File: config.mk
export PLATFORM = sky130hd
export DESIGN_NAME = midpoint_line_rasterizer
export DESIGN_NICKNAME = d
export VERILOG_FILES = /design/src/hdl/mlr_pkg.sv /design/src/hdl/mlr_ctrl.sv /design/src/hdl/mlr_dpath.sv /design/src/hdl/midpoint_line_rasterizer.sv
export SDC_FILE = /design/constraint.sdc
export NUM_CORES = 1
export LEC_CHECK = 0
export ABC_AREA = 1
export BUFFER_PORTS_ARGS = -buffer_cell sky130_fd_sc_hd__buf_2
export CORE_ASPECT_RATIO = 0.5
export CORE_MARGIN = 1
export CORE_UTILIZATION = 35
export CTS_CLUSTER_SIZE = 12
export DETAILED_ROUTE_END_ITERATION = 12
export PLACE_DENSITY = 0.49
export SYNTH_ARGS = -nofsm -noshare
export SYNTH_HDL_FRONTEND = slang
export SYNTH_SLANG_ARGS = --single-unit
export TNS_END_PERCENT = 30
File: constraint.sdc
create_clock -name aclk -period 9.6 [get_ports aclk]
set_clock_uncertainty 0.15 [all_clocks]
set_input_delay 0 -clock aclk [delete_from_list [all_inputs] [get_ports aclk]]
set_output_delay 0 -clock aclk [all_outputs]
set_load 0.03 [all_outputs]
File: src/hdl/mlr_pkg.sv
// ----------------------------------------------------------------------------
// mlr_pkg: shared constants and types for the midpoint line rasterizer
// Holds coordinate widths, stream widths and the controller/datapath bundles.
// ----------------------------------------------------------------------------
`timescale 1ns / 1ps
`default_nettype none

package mlr_pkg;

    // Width of one coordinate.
    localparam int COORD_BITS = 6;

    // Signed width of the decision term and of its increments.
    localparam int DTERM_BITS = COORD_BITS + 3;

    // Stream payload widths, padded to whole bytes.
    localparam int S_TDATA_BITS = ((4 * COORD_BITS + 7) / 8) * 8;
    localparam int M_TDATA_BITS = ((2 * COORD_BITS + 7) / 8) * 8;

    // Commands from the controller to the datapath.
    typedef struct packed {
        logic load;   // Capture the endpoints of a new request.
        logic order;  // Pick the major axis and order the endpoints.
        logic init;   // Compute spans, increments and the first decision term.
        logic emit;   // Send the current pixel and take one major step.
    } mlr_cmd_t;

    // Status from the datapath to the controller.
    typedef struct packed {
        logic out_free;  // The output register can take a pixel this cycle.
        logic at_end;    // The current pixel is the last of the segment.
    } mlr_sts_t;

endpackage

`default_nettype wire

File: src/hdl/mlr_ctrl.sv
// ----------------------------------------------------------------------------
// mlr_ctrl: sequencing controller of the midpoint line rasterizer
// Walks each segment through load, ordering, setup and the pixel loop.
// ----------------------------------------------------------------------------
`timescale 1ns / 1ps
`default_nettype none

module mlr_ctrl (
    input  wire logic             aclk,
    input  wire logic             aresetn,
    input  wire logic             s_tvalid,
    output logic                  s_tready,
    input  mlr_pkg::mlr_sts_t     sts,
    output mlr_pkg::mlr_cmd_t     cmd
);

    typedef enum logic [3:0] {
        ST_IDLE  = 4'b0001,
        ST_ORDER = 4'b0010,
        ST_INIT  = 4'b0100,
        ST_EMIT  = 4'b1000
    } state_t;

    state_t state_reg;
    state_t state_next;

    // A new request is taken only while no segment is in progress.
    assign s_tready = (state_reg == ST_IDLE);

    // Command decode.
    always_comb begin
        cmd       = '0;
        cmd.load  = (state_reg == ST_IDLE) && s_tvalid;
        cmd.order = (state_reg == ST_ORDER);
        cmd.init  = (state_reg == ST_INIT);
        cmd.emit  = (state_reg == ST_EMIT) && sts.out_free;
    end

    // Next-state logic.
    always_comb begin
        state_next = state_reg;
        case (state_reg)
            ST_IDLE: begin
                if (s_tvalid) begin
                    state_next = ST_ORDER;
                end
            end
            ST_ORDER: begin
                state_next = ST_INIT;
            end
            ST_INIT: begin
                state_next = ST_EMIT;
            end
            ST_EMIT: begin
                if (sts.out_free && sts.at_end) begin
                    state_next = ST_IDLE;
                end
            end
            default: begin
                state_next = ST_IDLE;
            end
        endcase
    end

    // State register.
    always_ff @(posedge aclk) begin
        if (!aresetn) begin
            state_reg <= ST_IDLE;
        end else begin
            state_reg <= state_next;
        end
    end

endmodule

`default_nettype wire

File: src/hdl/mlr_dpath.sv
// ----------------------------------------------------------------------------
// mlr_dpath: datapath of the midpoint line rasterizer
// Holds endpoints, positions, the decision term and the output register.
// ----------------------------------------------------------------------------
`timescale 1ns / 1ps
`default_nettype none

module mlr_dpath (
    input  wire logic                               aclk,
    input  wire logic                               aresetn,
    input  mlr_pkg::mlr_cmd_t                       cmd,
    output mlr_pkg::mlr_sts_t                       sts,
    input  wire logic [mlr_pkg::S_TDATA_BITS-1:0]   s_tdata,
    output logic                                    m_tvalid,
    input  wire logic                               m_tready,
    output logic      [mlr_pkg::M_TDATA_BITS-1:0]   m_tdata,
    output logic                                    m_tlast
);

    localparam int C  = mlr_pkg::COORD_BITS;
    localparam int DW = mlr_pkg::DTERM_BITS;

    // Captured endpoints.
    logic [C-1:0] sx_reg, sy_reg, ex_reg, ey_reg;

    // Walk state.
    logic [C-1:0]  major_pos_reg, major_pos_next;
    logic [C-1:0]  minor_pos_reg, minor_pos_next;
    logic [C-1:0]  major_end_reg, major_end_next;
    logic [C-1:0]  minor_end_reg, minor_end_next;
    logic          steep_reg, steep_next;
    logic          step_down_reg, step_down_next;
    logic [DW-1:0] dterm_reg, dterm_next;
    logic [DW-1:0] plain_inc_reg, plain_inc_next;
    logic [DW-1:0] diag_inc_reg, diag_inc_next;

    // Output register.
    logic          m_tvalid_reg, m_tvalid_next;
    logic [C-1:0]  pixel_x_reg, pixel_y_reg;
    logic          last_reg;

    // Ordering terms.
    logic [C-1:0]  adx, ady;
    logic          steep;
    logic [C-1:0]  pa0, pi0, pa1, pi1;
    logic          swap;

    // Setup terms.
    logic [C-1:0]  major_span;
    logic          step_down;
    logic [C-1:0]  minor_span;
    logic [DW-1:0] minor_x2;

    // Step terms.
    logic          diag_step;

    // Status toward the controller.
    assign sts.out_free = !m_tvalid_reg || m_tready;
    assign sts.at_end   = (major_pos_reg >= major_end_reg);

    // Absolute spans, major axis choice and ordering along it.
    always_comb begin
        adx   = (sx_reg > ex_reg) ? (sx_reg - ex_reg) : (ex_reg - sx_reg);
        ady   = (sy_reg > ey_reg) ? (sy_reg - ey_reg) : (ey_reg - sy_reg);
        steep = (ady > adx);
        pa0   = steep ? sy_reg : sx_reg;
        pi0   = steep ? sx_reg : sy_reg;
        pa1   = steep ? ey_reg : ex_reg;
        pi1   = steep ? ex_reg : ey_reg;
        swap  = (pa0 > pa1);
    end

    // Spans of the ordered segment and the minor direction.
    always_comb begin
        major_span = major_end_reg - major_pos_reg;
        step_down  = (minor_end_reg < minor_pos_reg);
        minor_span = step_down ? (minor_pos_reg - minor_end_reg)
                               : (minor_end_reg - minor_pos_reg);
        minor_x2   = {2'b00, minor_span, 1'b0};
    end

    // A diagonal step is taken while the decision term is positive.
    assign diag_step = !dterm_reg[DW-1] && (dterm_reg != '0);

    // Next values of the walk state.
    always_comb begin
        major_pos_next = major_pos_reg;
        minor_pos_next = minor_pos_reg;
        major_end_next = major_end_reg;
        minor_end_next = minor_end_reg;
        steep_next     = steep_reg;
        step_down_next = step_down_reg;
        dterm_next     = dterm_reg;
        plain_inc_next = plain_inc_reg;
        diag_inc_next  = diag_inc_reg;
        if (cmd.order) begin
            steep_next     = steep;
            major_pos_next = swap ? pa1 : pa0;
            minor_pos_next = swap ? pi1 : pi0;
            major_end_next = swap ? pa0 : pa1;
            minor_end_next = swap ? pi0 : pi1;
        end
        if (cmd.init) begin
            step_down_next = step_down;
            plain_inc_next = minor_x2;
            diag_inc_next  = minor_x2 - {2'b00, major_span, 1'b0};
            dterm_next     = minor_x2 - {3'b000, major_span};
        end
        if (cmd.emit) begin
            major_pos_next = major_pos_reg + C'(1);
            if (diag_step) begin
                dterm_next     = dterm_reg + diag_inc_reg;
                minor_pos_next = step_down_reg ? (minor_pos_reg - C'(1))
                                               : (minor_pos_reg + C'(1));
            end else begin
                dterm_next = dterm_reg + plain_inc_reg;
            end
        end
    end

    // Output valid: set by a new pixel, cleared when the pixel is taken.
    always_comb begin
        m_tvalid_next = m_tvalid_reg;
        if (cmd.emit) begin
            m_tvalid_next = 1'b1;
        end else if (m_tready) begin
            m_tvalid_next = 1'b0;
        end
    end

    // Control register.
    always_ff @(posedge aclk) begin
        if (!aresetn) begin
            m_tvalid_reg <= 1'b0;
        end else begin
            m_tvalid_reg <= m_tvalid_next;
        end
    end

    // Payload registers.
    always_ff @(posedge aclk) begin
        if (cmd.load) begin
            sx_reg <= s_tdata[C-1:0];
            sy_reg <= s_tdata[2*C-1:C];
            ex_reg <= s_tdata[3*C-1:2*C];
            ey_reg <= s_tdata[4*C-1:3*C];
        end
        major_pos_reg <= major_pos_next;
        minor_pos_reg <= minor_pos_next;
        major_end_reg <= major_end_next;
        minor_end_reg <= minor_end_next;
        steep_reg     <= steep_next;
        step_down_reg <= step_down_next;
        dterm_reg     <= dterm_next;
        plain_inc_reg <= plain_inc_next;
        diag_inc_reg  <= diag_inc_next;
        if (cmd.emit) begin
            pixel_x_reg <= steep_reg ? minor_pos_reg : major_pos_reg;
            pixel_y_reg <= steep_reg ? major_pos_reg : minor_pos_reg;
            last_reg    <= sts.at_end;
        end
    end

    assign m_tvalid = m_tvalid_reg;
    assign m_tdata  = mlr_pkg::M_TDATA_BITS'({pixel_y_reg, pixel_x_reg});
    assign m_tlast  = last_reg;

endmodule

`default_nettype wire

File: src/hdl/midpoint_line_rasterizer.sv
// ----------------------------------------------------------------------------
// midpoint_line_rasterizer: all-octant midpoint line rasterizer
//
// The slave stream takes one segment per request as two endpoints. The
// master stream returns every pixel of that segment in ascending order
// along the major axis (the axis with the larger span, x on a tie), both
// endpoints included; m_tlast marks the final pixel.
// A request is accepted only while no segment is in progress. After the
// accepting edge, the ORDER and INIT states order the endpoints and set
// up the decision term, and the EMIT state loads the first pixel into the
// output register once that register is free. The pixel loop then
// delivers one pixel per cycle while m_tready is high. The one-pixel
// output register sets the loop pace: while the receiver stalls, the loop
// holds its place and the pixel stays on m_tdata. The next request can be
// taken while the last pixel still waits in the output register.
// Reset (aresetn low at a clock edge) returns the controller to idle and
// drops any pending pixel.
// ----------------------------------------------------------------------------
`timescale 1ns / 1ps
`default_nettype none

module midpoint_line_rasterizer (
    input  wire logic                               aclk,
    input  wire logic                               aresetn,
    input  wire logic                               s_tvalid,
    output logic                                    s_tready,
    // s_tdata fields from bit 0: start_x, start_y, end_x, end_y.
    input  wire logic [mlr_pkg::S_TDATA_BITS-1:0]   s_tdata,
    output logic                                    m_tvalid,
    input  wire logic                               m_tready,
    // m_tdata fields from bit 0: pixel_x, pixel_y, then zero padding.
    output logic      [mlr_pkg::M_TDATA_BITS-1:0]   m_tdata,
    // m_tlast carries last_pixel.
    output logic                                    m_tlast
);

    mlr_pkg::mlr_cmd_t cmd;
    mlr_pkg::mlr_sts_t sts;

    // Sequencer.
    mlr_ctrl u_ctrl (
        .aclk     (aclk),
        .aresetn  (aresetn),
        .s_tvalid (s_tvalid),
        .s_tready (s_tready),
        .sts      (sts),
        .cmd      (cmd)
    );

    // Arithmetic and output register.
    mlr_dpath u_dpath (
        .aclk     (aclk),
        .aresetn  (aresetn),
        .cmd      (cmd),
        .sts      (sts),
        .s_tdata  (s_tdata),
        .m_tvalid (m_tvalid),
        .m_tready (m_tready),
        .m_tdata  (m_tdata),
        .m_tlast  (m_tlast)
    );

    // An accepted request keeps the input closed on the following cycle.
    assert property (@(posedge aclk) disable iff (!aresetn)
        (s_tvalid && s_tready) |=> !s_tready)
        else $error("request accepted while a segment was starting");

    // A pending pixel that is not the last one means the segment is running.
    assert property (@(posedge aclk) disable iff (!aresetn)
        (m_tvalid && !m_tlast) |-> !s_tready)
        else $error("input opened before the segment was complete");

    // The pixel loop refills the output register right after a non-last pixel.
    assert property (@(posedge aclk) disable iff (!aresetn)
        (m_tvalid && m_tready && !m_tlast) |=> m_tvalid)
        else $error("gap in the pixel stream within a segment");

    // The command set is exclusive.
    assert property (@(posedge aclk) disable iff (!aresetn)
        $onehot0({cmd.load, cmd.order, cmd.init, cmd.emit}))
        else $error("more than one datapath command at once");

endmodule

`default_nettype wire

## Word level (Yosys, flattened, before mapping)

Cells that the tools add are included.

- $add $sub $neg: 14
- Magnitude comparators: 6
- Eq/ne operators: 6
- Muxes and demuxes: 27
- Reduce and logical (&&, ||, !) cells: 12

Operator list:

| kind | number |
|---|---|
| $mux 6 | 19 |
| $sub 6x6->6 | 7 |
| $mux 9 | 3 |
| $gt 6x6->1 | 4 |
| $pmux 4 s4 | 1 |
| $add 6x1->6 const B | 2 |
| $add 9x7->9 | 1 |
| $add 9x9->9 | 1 |
| $reduce_bool 9->1 | 1 |
| $mux 4 | 2 |
| $sub 7x6->8 | 1 |
| $sub 7x7->8 | 1 |
| $ge 6x6->1 | 1 |
| $lt 6x6->1 | 1 |
| $reduce_bool 2->1 | 3 |
| $sub 6x1->6 const B | 1 |
| $eq 4x1->1 const B | 1 |
| $eq 4x2->1 const B | 1 |
| $eq 4x3->1 const B | 1 |
| $eq 4x4->1 const B | 1 |
| $logic_and 1x1->1 | 4 |
| $ne 2x2->1 const B | 2 |
| $logic_not 1->1 | 2 |
| $mux 1 | 2 |
| other kinds (2) | 2 |

- Flip-flop bits (word level): 92
- Input bits: 28
- Word-level logic and storage cells: 83

## Longest topological paths before layout

Gate-level depths: netlist of the first run.

- Word-level depth: 9
- Gate-level depth with buffers: 35

## By module

A second synthesis of the first run with hierarchy kept.

- Cell total of the unflattened synthesis: 855
- Area, all modules: 6,952.9 um^2

By module, submodules not included:

| module | instances | cells an instance | area each (um^2) |
|---|---|---|---|
| mlr_dpath | 1 | 816 | 6,722.7 |
| mlr_ctrl | 1 | 39 | 230.2 |

## Worst setup path before layout of the first run

No wires, ideal clock.

- Path kind: register to register
- Start: register u_dpath.sy_reg[0]
- End: register u_dpath.major_pos_reg[4], data pin
- Setup time: 0.256 ns
- Data arrival time: 3.988 ns
- Required time: 9.194 ns
- Path slack: 5.206 ns
- Cell stages (with the launch flop): 35
- Period minus slack after synthesis: 4.394 ns
- Path through: edfxtp_1 -> inv_1 -> ha_1 -> inv_1 -> fa_1 -> nand2_1 -> nand2_1 -> nand2_1 -> nand2_1 -> nand2_1 -> inv_1 -> nand2_1 -> nand2_1 -> xnor2_1 -> inv_1 -> ha_1 -> nand2_1 -> inv_1 -> nand2_1 -> nand3_2 -> nand2_4 -> buf_8 -> nand2_1 -> o21ai_2 -> inv_1 -> ha_1 -> nand2_1 -> inv_1 -> nand2_1 -> nand2_1 -> o21ai_2 -> buf_2 -> nand2_1 -> nand3_1 -> nand2_1

- Cells in the longest elaborated chain, start to end: 8
- Elaborated cells on any way between the ends: 11

RTL lines:

| item | line | text |
|---|---|---|
| from (decl) | mlr_dpath.sv:24 | `logic [C-1:0] sx_reg, sy_reg, ex_reg, ey_reg;` |
| from (signal assigned) | mlr_dpath.sv:144 | `sy_reg <= s_tdata[2*C-1:C];` |
| $sub 6x6->6 or $gt 6x6->1 (tied branches) | mlr_dpath.sv:64 | `ady = (sy_reg > ey_reg) ? (sy_reg - ey_reg) : (ey_reg - sy_reg);` |
| $mux 6 | mlr_dpath.sv:64 |  |
| $gt 6x6->1 | mlr_dpath.sv:65 | `steep = (ady > adx);` |
| $mux 6 (on tied branches) | mlr_dpath.sv:66, mlr_dpath.sv:68 |  |
| $gt 6x6->1 | mlr_dpath.sv:70 | `swap = (pa0 > pa1);` |
| $mux 6 * | mlr_dpath.sv:98 | `major_pos_next = swap ? pa1 : pa0;` |
| $mux 6 * | mlr_dpath.sv:96 | `if (cmd.order) begin` |
| $mux 6 * | mlr_dpath.sv:109 | `if (cmd.emit) begin` |
| net u_dpath.major_pos_next[4] | mlr_dpath.sv:27 | `logic [C-1:0] major_pos_reg, major_pos_next;` |
| to (signal assigned) | mlr_dpath.sv:148 | `major_pos_reg <= major_pos_next;` |
| to (decl) | mlr_dpath.sv:27 |  |

Mark *: on every way through the listed nets, which the timed path passes. The rest lies on a longest branch. The select of a mux whose other input is x is not followed.
A chain may end at the register's enable or synchronous reset.

## Final worst setup path of the first run

- Start: register u_dpath.sy_reg[0]
- End: register u_dpath.major_end_reg[2], data pin

- Cells in the longest elaborated chain, start to end: 6
- Elaborated cells on any way between the ends: 9

RTL lines:

| item | line | text |
|---|---|---|
| $sub 6x6->6 or $gt 6x6->1 (tied branches) | mlr_dpath.sv:64 |  |
| $mux 6 | mlr_dpath.sv:64 |  |
| $gt 6x6->1 | mlr_dpath.sv:65 |  |
| $mux 6 (on tied branches) | mlr_dpath.sv:66, mlr_dpath.sv:68 |  |
| $gt 6x6->1 | mlr_dpath.sv:70 |  |
| $mux 6 * | mlr_dpath.sv:100 | `major_end_next = swap ? pa0 : pa1;` |
| to (signal assigned) | mlr_dpath.sv:150 | `major_end_reg <= major_end_next;` |
| to (decl) | mlr_dpath.sv:29 | `logic [C-1:0] major_end_reg, major_end_next;` |

Every way passes the cells marked *; elsewhere a longest branch is shown, timed or not.

==> impl_metrics.toml, run 1 <==
[drt]
totalWireLength_um = 16800
drc = 0
drt-initial-drc-count = 184
antenna_left = 0
routedWlPerCell_um = 14.2
vias = 5518
firstDrtPassIters = 5
viasPerCell = 4.68

[sta]
fin_crit_ps = 5850
finalSetupViolCount = 0
setup_tns_ps = 0
post-route-period-util = 0.609
slew_viol_final = 0
slew_headroom = 0.187
worstMarginPinSlew_ps = 1220
hold_viol = 0
clock.fmax_mhz = 171
grt_setup_unrepaired = "no"

[synthesis]
number_of_standard_cells_after_synthesis = 848
synth_sequential_area_ratio = 0.379
ys_types = 38
syn_area_per_cell_um2 = 8.07
post_synth_instance_area_um2 = 6850
post_synthesis_sequential_element_count = 90
asyncSetResetFlopFracSynth = 0
synth_warnings = 0
ys.flop_type = "sky130_fd_sc_hd__edfxtp_1"
synth_enable_flop_cells = 79

[cells_and_area]
multiInputGateArea_um2 = 3630
nNetsFinal = 1028
largest_register_ffs = 9
area_delta_synth_final_pct = 15.2
num_antenna_cells = 0
final-seq-area_um2 = 2590
num-fill-cells = 1918
layout-drive-gt1-share = 0.0924

[setup_path]
cpPeakStageDelay_ps = 900
most_common_cell_on_crit_path = "sky130_fd_sc_hd__nand2_1"
cp_top_family = "simple AND/OR/NAND/NOR gates"
ff2ff_setup_slack_ps = 3750
path_buf_inv = 5
setup.worst_path.class = "register to register"
timing.critical_path.from_type = "register"
slowest_stage = "sky130_fd_sc_hd__nor2_1"
timing.critical_path.to_type = "register"
cp_data_arrival_time_ps = 5740
reg2regPathDepth = 30
crit_cells = 30
critical_path_data_required_time_ps = 9490
worstPathMaxFanout = 37

[global_route]
grt_use_met2 = 0.288
gr-usage-met3 = 0.0301
globalRouteOverflowTotal = 0
globalRoute.busiestLayer = "met2"
grt_start_max_net_pins = 38
grt_util_all_layers = 0.177
initial_antenna_violation_count = 0
groute.layer.met1.usage = 0.241
first_pass_grt_wire_length_um = 27100
grt_pass1_vias = 5327

[die]
die_x_um = 200
die_area_um2 = 20200
rows = 35
die_y_um = 101
fp.coreArea_um2 = 18800
pin_count = 47
starting_density_of_the_core = 0.364

[placement]
gpl.final_weighted_congestion = 0.877
place_hpwl_um = 13200
port_buffers = 42

[cts]
ctsHtreeMaxLevel = 3
cts.reportedPaths.clkPinSlew_ps = 70
clock-root-buffer = "sky130_fd_sc_hd__clkbuf_16"
clock_sinks = 90
cts_max_path_buffers = 2
cts_buffers = 9
tritoncts = "done"
cts_setup_buffers = 0
worst_skew_pair_latency_ps = 350

[power]
static-leakage-power_nw = 3.79
ir_drop_uv = 150
post-layout-total-power_mw = 2.65
powerDensity_nw_per_um2 = 336

[worst_hold_path]
worst_hold_path_stage_count = 2
holdCritPathClass = "input port to register"

[status]
run_status = "finished clean"

[flow_run]
maxCapViolCount = 0
[worst reg2reg max path: cells and delay by family (launching register included)]
kind	cells	cell delay, ps
buffers and inverters	5	430
adder cells (fa/ha/maj)	4	1150
AND/OR/NAND/NOR	19	2970
flip-flops	1	470
AO/OA/AOI/OAI	2	380
[worst paths after layout]
kind                                        end                             start
max          u_dpath.major_end_reg[2]$_DFFE_PP_       u_dpath.sy_reg[0]$_DFFE_PP_
min                 u_dpath.ex_reg[1]$_DFFE_PP_                       s_tdata[13]
max reg2reg  u_dpath.major_end_reg[2]$_DFFE_PP_       u_dpath.sy_reg[0]$_DFFE_PP_
min reg2reg       u_dpath.m_tvalid$_SDFFE_PN0P_  u_ctrl.state_reg[3]$_SDFFE_PN0P_
[power breakdown]
group	internal (mW)	total, mW	switching [mW]
combinational	0.587	1.63	1.04
sequential	0.590	0.634	0.0445
clock	0.212	0.382	0.170
total	1.39	2.65	1.26
[cells in the mapped netlist (2+ instances only)]
| library cell | instances | share of area |
|---|---|---|
| sky130_fd_sc_hd__nand4_1 | 7 | 0.0064 |
| sky130_fd_sc_hd__buf_2 | 8 | 0.0058 |
| sky130_fd_sc_hd__a21o_1 | 2 | 0.0022 |
| sky130_fd_sc_hd__nor2_2 | 2 | 0.0018 |
| sky130_fd_sc_hd__nand2_1 | 230 | 0.13 |
| sky130_fd_sc_hd__ha_1 | 74 | 0.14 |
| sky130_fd_sc_hd__xnor2_1 | 11 | 0.014 |
| sky130_fd_sc_hd__nor3_1 | 5 | 0.0037 |
| sky130_fd_sc_hd__buf_4 | 4 | 0.0044 |
| sky130_fd_sc_hd__o211ai_1 | 3 | 0.0033 |
| sky130_fd_sc_hd__o21bai_1 | 2 | 0.0022 |
| sky130_fd_sc_hd__o21ai_1 | 6 | 0.0044 |
| sky130_fd_sc_hd__o21ai_2 | 12 | 0.015 |
| sky130_fd_sc_hd__edfxtp_1 | 79 | 0.35 |
| sky130_fd_sc_hd__o22ai_1 | 2 | 0.0018 |
| sky130_fd_sc_hd__a211oi_1 | 3 | 0.0033 |
| sky130_fd_sc_hd__dfxtp_1 | 11 | 0.032 |
| sky130_fd_sc_hd__or2_2 | 2 | 0.0018 |
| sky130_fd_sc_hd__nand3_2 | 3 | 0.0044 |
| sky130_fd_sc_hd__nand3_1 | 59 | 0.043 |
| sky130_fd_sc_hd__xor2_1 | 14 | 0.018 |
| sky130_fd_sc_hd__fa_1 | 11 | 0.032 |
| sky130_fd_sc_hd__clkbuf_1 | 5 | 0.0027 |
| sky130_fd_sc_hd__buf_6 | 2 | 0.0033 |
| sky130_fd_sc_hd__nor2_1 | 44 | 0.024 |
| sky130_fd_sc_hd__o21ai_0 | 44 | 0.032 |
| sky130_fd_sc_hd__a31oi_1 | 10 | 0.0091 |
| sky130_fd_sc_hd__a21oi_1 | 47 | 0.034 |
| sky130_fd_sc_hd__inv_1 | 137 | 0.075 |
[layout make-up]
| cell class | instances | area share |
|---|---|---|
| tap | 259 | 0.0411 |
| inverter | 138 | 0.0657 |
| multi-input combinational | 603 | 0.460 |
| clock buffer | 10 | 0.0303 |
| sequential | 90 | 0.329 |
| timing repair buffer | 73 | 0.0653 |
| clock inverter | 6 | 0.00920 |
[cells in the final DEF (no fill, tap or decap), drive strengths merged, types with 14 or more instances in the layout]
cell type    count
o21ai           62
xor2            14
buf             44
nand3           62
inv            140
dlygate4sd3     29
a21oi           47
edfxtp          79
ha              74
nand2          232
nor2            47
[metal layers]
layer / wire length, um / share of wire
met5: 0 / 0
met4: 274 / 0.016
met3: 470 / 0.028
met2: 7500 / 0.45
met1: 8520 / 0.51
[logic make-up after synthesis]
group	Yosys count	share of synthesized area
flops	90	0.379
simple gates	356	0.217
fa+ha+maj	85	0.167
xor+xnor	25	0.0320
buf+inv	158	0.0941
other cells	1	0.000548
mux	1	0.00146
compound gates	132	0.109
[what timing repair did]
| item | 4_1_cts | 5_1_grt |
|---|---|---|
| hold buffers | 29 | 0 |
| endpoints found under the hold margin | 29 | 0 |
| resized for setup | 0 | 0 |
[per-stage QoR]
stage	instance area [um^2]	utilization	hold slack, ps	setup slack [ps]	std cells
after global placement	7290	0.388	27.2	3850	1134
after floorplan	6860	-	-51.1	5210	851
after global routing	7890	0.420	190	3110	1179
after detailed placement	7290	0.388	28.1	3770	1134
after CTS	7890	0.420	189	3770	1179
final	7890	0.420	202	3750	1179
Power figures use the tool's default switching activity.
==> run 2, diff against run 1 <==
- clock period: 9.6 -> 6 ns (I/O delays scaled with it)
==> run 2 against run 1 <==
Net effect:
- first-iteration DRC count up 59%
- critical path depth is 1 higher
- total power up 60%
- critical path type unchanged
- wire length increased by 1.1%
- combinational power rose by 63%
- via count up 0.87%
- count of clock-buffer cells in the layout unchanged
- cell area shrank 0.13%
- cell count grew 0.17%
- clock power grew 48%
==> impl_metrics.toml, run 2 (synthesis results as in run 1) <==
[drt]
drc = 0
totalWireLength_um = 16900
viasPerCell = 4.71
firstDrtPassIters = 5
drt-initial-drc-count = 293
antenna_left = 0
vias = 5566
routedWlPerCell_um = 14.3

[setup_path]
slowest_stage = "sky130_fd_sc_hd__edfxtp_1"
timing.critical_path.from_type = "register"
cpPeakStageDelay_ps = 520
cp_data_arrival_time_ps = 5140
most_common_cell_on_crit_path = "sky130_fd_sc_hd__nand2_1"
beginning_of_the_worst_register_to_register_path = "u_dpath.ey_reg[1]$_DFFE_PP_"
worst_setup_path_startpoint = "u_dpath.ey_reg[1]$_DFFE_PP_"
ff2ff_setup_slack_ps = 820
worstPathMaxFanout = 37
reg2regPathDepth = 31
cp_capture_point = "u_dpath.major_pos_reg[1]$_DFFE_PP_"
setup.worst_path.class = "register to register"
timing.critical_path.to_type = "register"
crit-reg2reg-capture = "u_dpath.major_pos_reg[1]$_DFFE_PP_"
critical_path_data_required_time_ps = 5960

[cells_and_area]
final_cell_mix = "sky130_fd_sc_hd__nand2_1, sky130_fd_sc_hd__inv_1, sky130_fd_sc_hd__edfxtp_1"
nNetsFinal = 1030
layout.cells.most_common = "sky130_fd_sc_hd__nand2_1"
final-instance-count-excl-fill = 1181
area_delta_synth_final_pct = 15.1
largest_register_ffs = 9
layout-drive-gt1-share = 0.0944
num_antenna_cells = 0

[cts]
cts_setup_buffers = 0
tritoncts = "done"
cts_buffers = 9
worst_skew_pair_latency_ps = 350
cts_max_path_buffers = 2
ctsHtreeMaxLevel = 3
post_cts_repair_resize_count = 0
clock-root-buffer = "sky130_fd_sc_hd__clkbuf_16"
clock_sinks = 90
cts.reportedPaths.clkPinSlew_ps = 70
number_of_buffers_inserted_by_hold_repair_at_cts = 29

[placement]
dp_cells = 1136
place_hpwl_um = 13400
port_buffers = 42
gpl.final_weighted_congestion = 0.938

[sta]
post-route-period-util = 0.863
setup_tns_ps = 0
fin_crit_ps = 5180
worstMarginPinSlew_ps = 820
clock.fmax_mhz = 193
slew_headroom = 0.452
slew_viol_final = 0
finalSetupViolCount = 0
hold_viol = 0
grt_setup_unrepaired = "no"

[status]
run_status = "finished clean"

[power]
powerDensity_nw_per_um2 = 538
ir_drop_uv = 261
static-leakage-power_nw = 3.79

[global_route]
globalRouteOverflowTotal = 0
grt_pass1_vias = 5496
grt_util_all_layers = 0.181
grt_start_max_net_pins = 38
initial_antenna_violation_count = 0
first_pass_grt_wire_length_um = 28000

[die]
die_area_um2 = 20200
rows = 35
die_y_um = 101
starting_density_of_the_core = 0.364
die_x_um = 200
pin_count = 47
fp.coreArea_um2 = 18800

[worst_hold_path]
holdCritPathClass = "input port to register"
worst_hold_path_stage_count = 2

[flow_run]
maxCapViolCount = 0
==> run 2: cell types whose count changed in the layout (fill, tap and decap cells not counted) <==
cell	before	now
sky130_fd_sc_hd__bufinv_16	1	0
sky130_fd_sc_hd__clkinv_4	2	1
sky130_fd_sc_hd__inv_6	2	3
sky130_fd_sc_hd__clkinv_2	0	1
sky130_fd_sc_hd__buf_4	2	4
==> run 2: area by class of cell <==
type | instances | area, um^2
clock inverter | 6 | 47.5
timing repair buffer | 75 | 531
sequential | 90 | 2590
clock buffer | 10 | 239
inverter | 138 | 518
multi-input combinational | 603 | 3630
fill | 1890 | 10900
tap | 259 | 324
==> run 2: worst min-delay path by stage <==
stage                startpoint                     endpoint  slack [ps]
finish               s_tdata[8]  u_dpath.sy_reg[2]$_DFFE_PP_         200
detailed placement   s_tdata[8]  u_dpath.sy_reg[2]$_DFFE_PP_          30
global placement     s_tdata[3]  u_dpath.sx_reg[3]$_DFFE_PP_          30
CTS                  s_tdata[8]  u_dpath.sy_reg[2]$_DFFE_PP_         190
floorplan           s_tdata[12]  u_dpath.ex_reg[0]$_DFFE_PP_         -50
global route        s_tdata[15]  u_dpath.ex_reg[3]$_DFFE_PP_         200
==> run 2: per-stage QoR <==
step	setup WS [ps]	util	instance area (um^2)	power, mW	hold slack, ps
6_report	822	0.419	7880	4.24	203
5_1_grt	268	0.419	7880	4.73	199
4_1_cts	819	0.419	7880	4.26	188
3_5_place_dp	854	0.389	7300	3.66	28.1
3_3_place_gp	842	0.389	7300	3.64	26.8
2_1_floorplan	1610	-	6860	3.11	-51.1
==> run 2: layer usage <==
layer | GRT usage | vias up | share of wire
met5 | 0 | - | 0
met1 | 0.250 | 2545 | 0.51
met2 | 0.292 | 89 | 0.44
li1 | - | 2917 | -
met3 | 0.0325 | 15 | 0.028
met4 | 0.0429 | 0 | 0.013
==> run 2: where the power goes <==
group	switching [mW]	internal, mW	leakage, nW
Combinational	1.69	0.969	2.83
Clock	0.267	0.297	0.140
Sequential	0.0688	0.943	0.814
==> run 2: worst max-delay path, delay by kind of cell, from the launching register on <==
| kind | cells | cell delay, ps |
|---|---|---|
| xor gates and xnor gates | 1 | 170 |
| DFF | 1 | 520 |
| and+or+nand+nor | 20 | 2210 |
| adders and majority gates | 3 | 1030 |
| AOI/OAI and AO/OA | 1 | 80 |
| buffers and inverters | 6 | 750 |
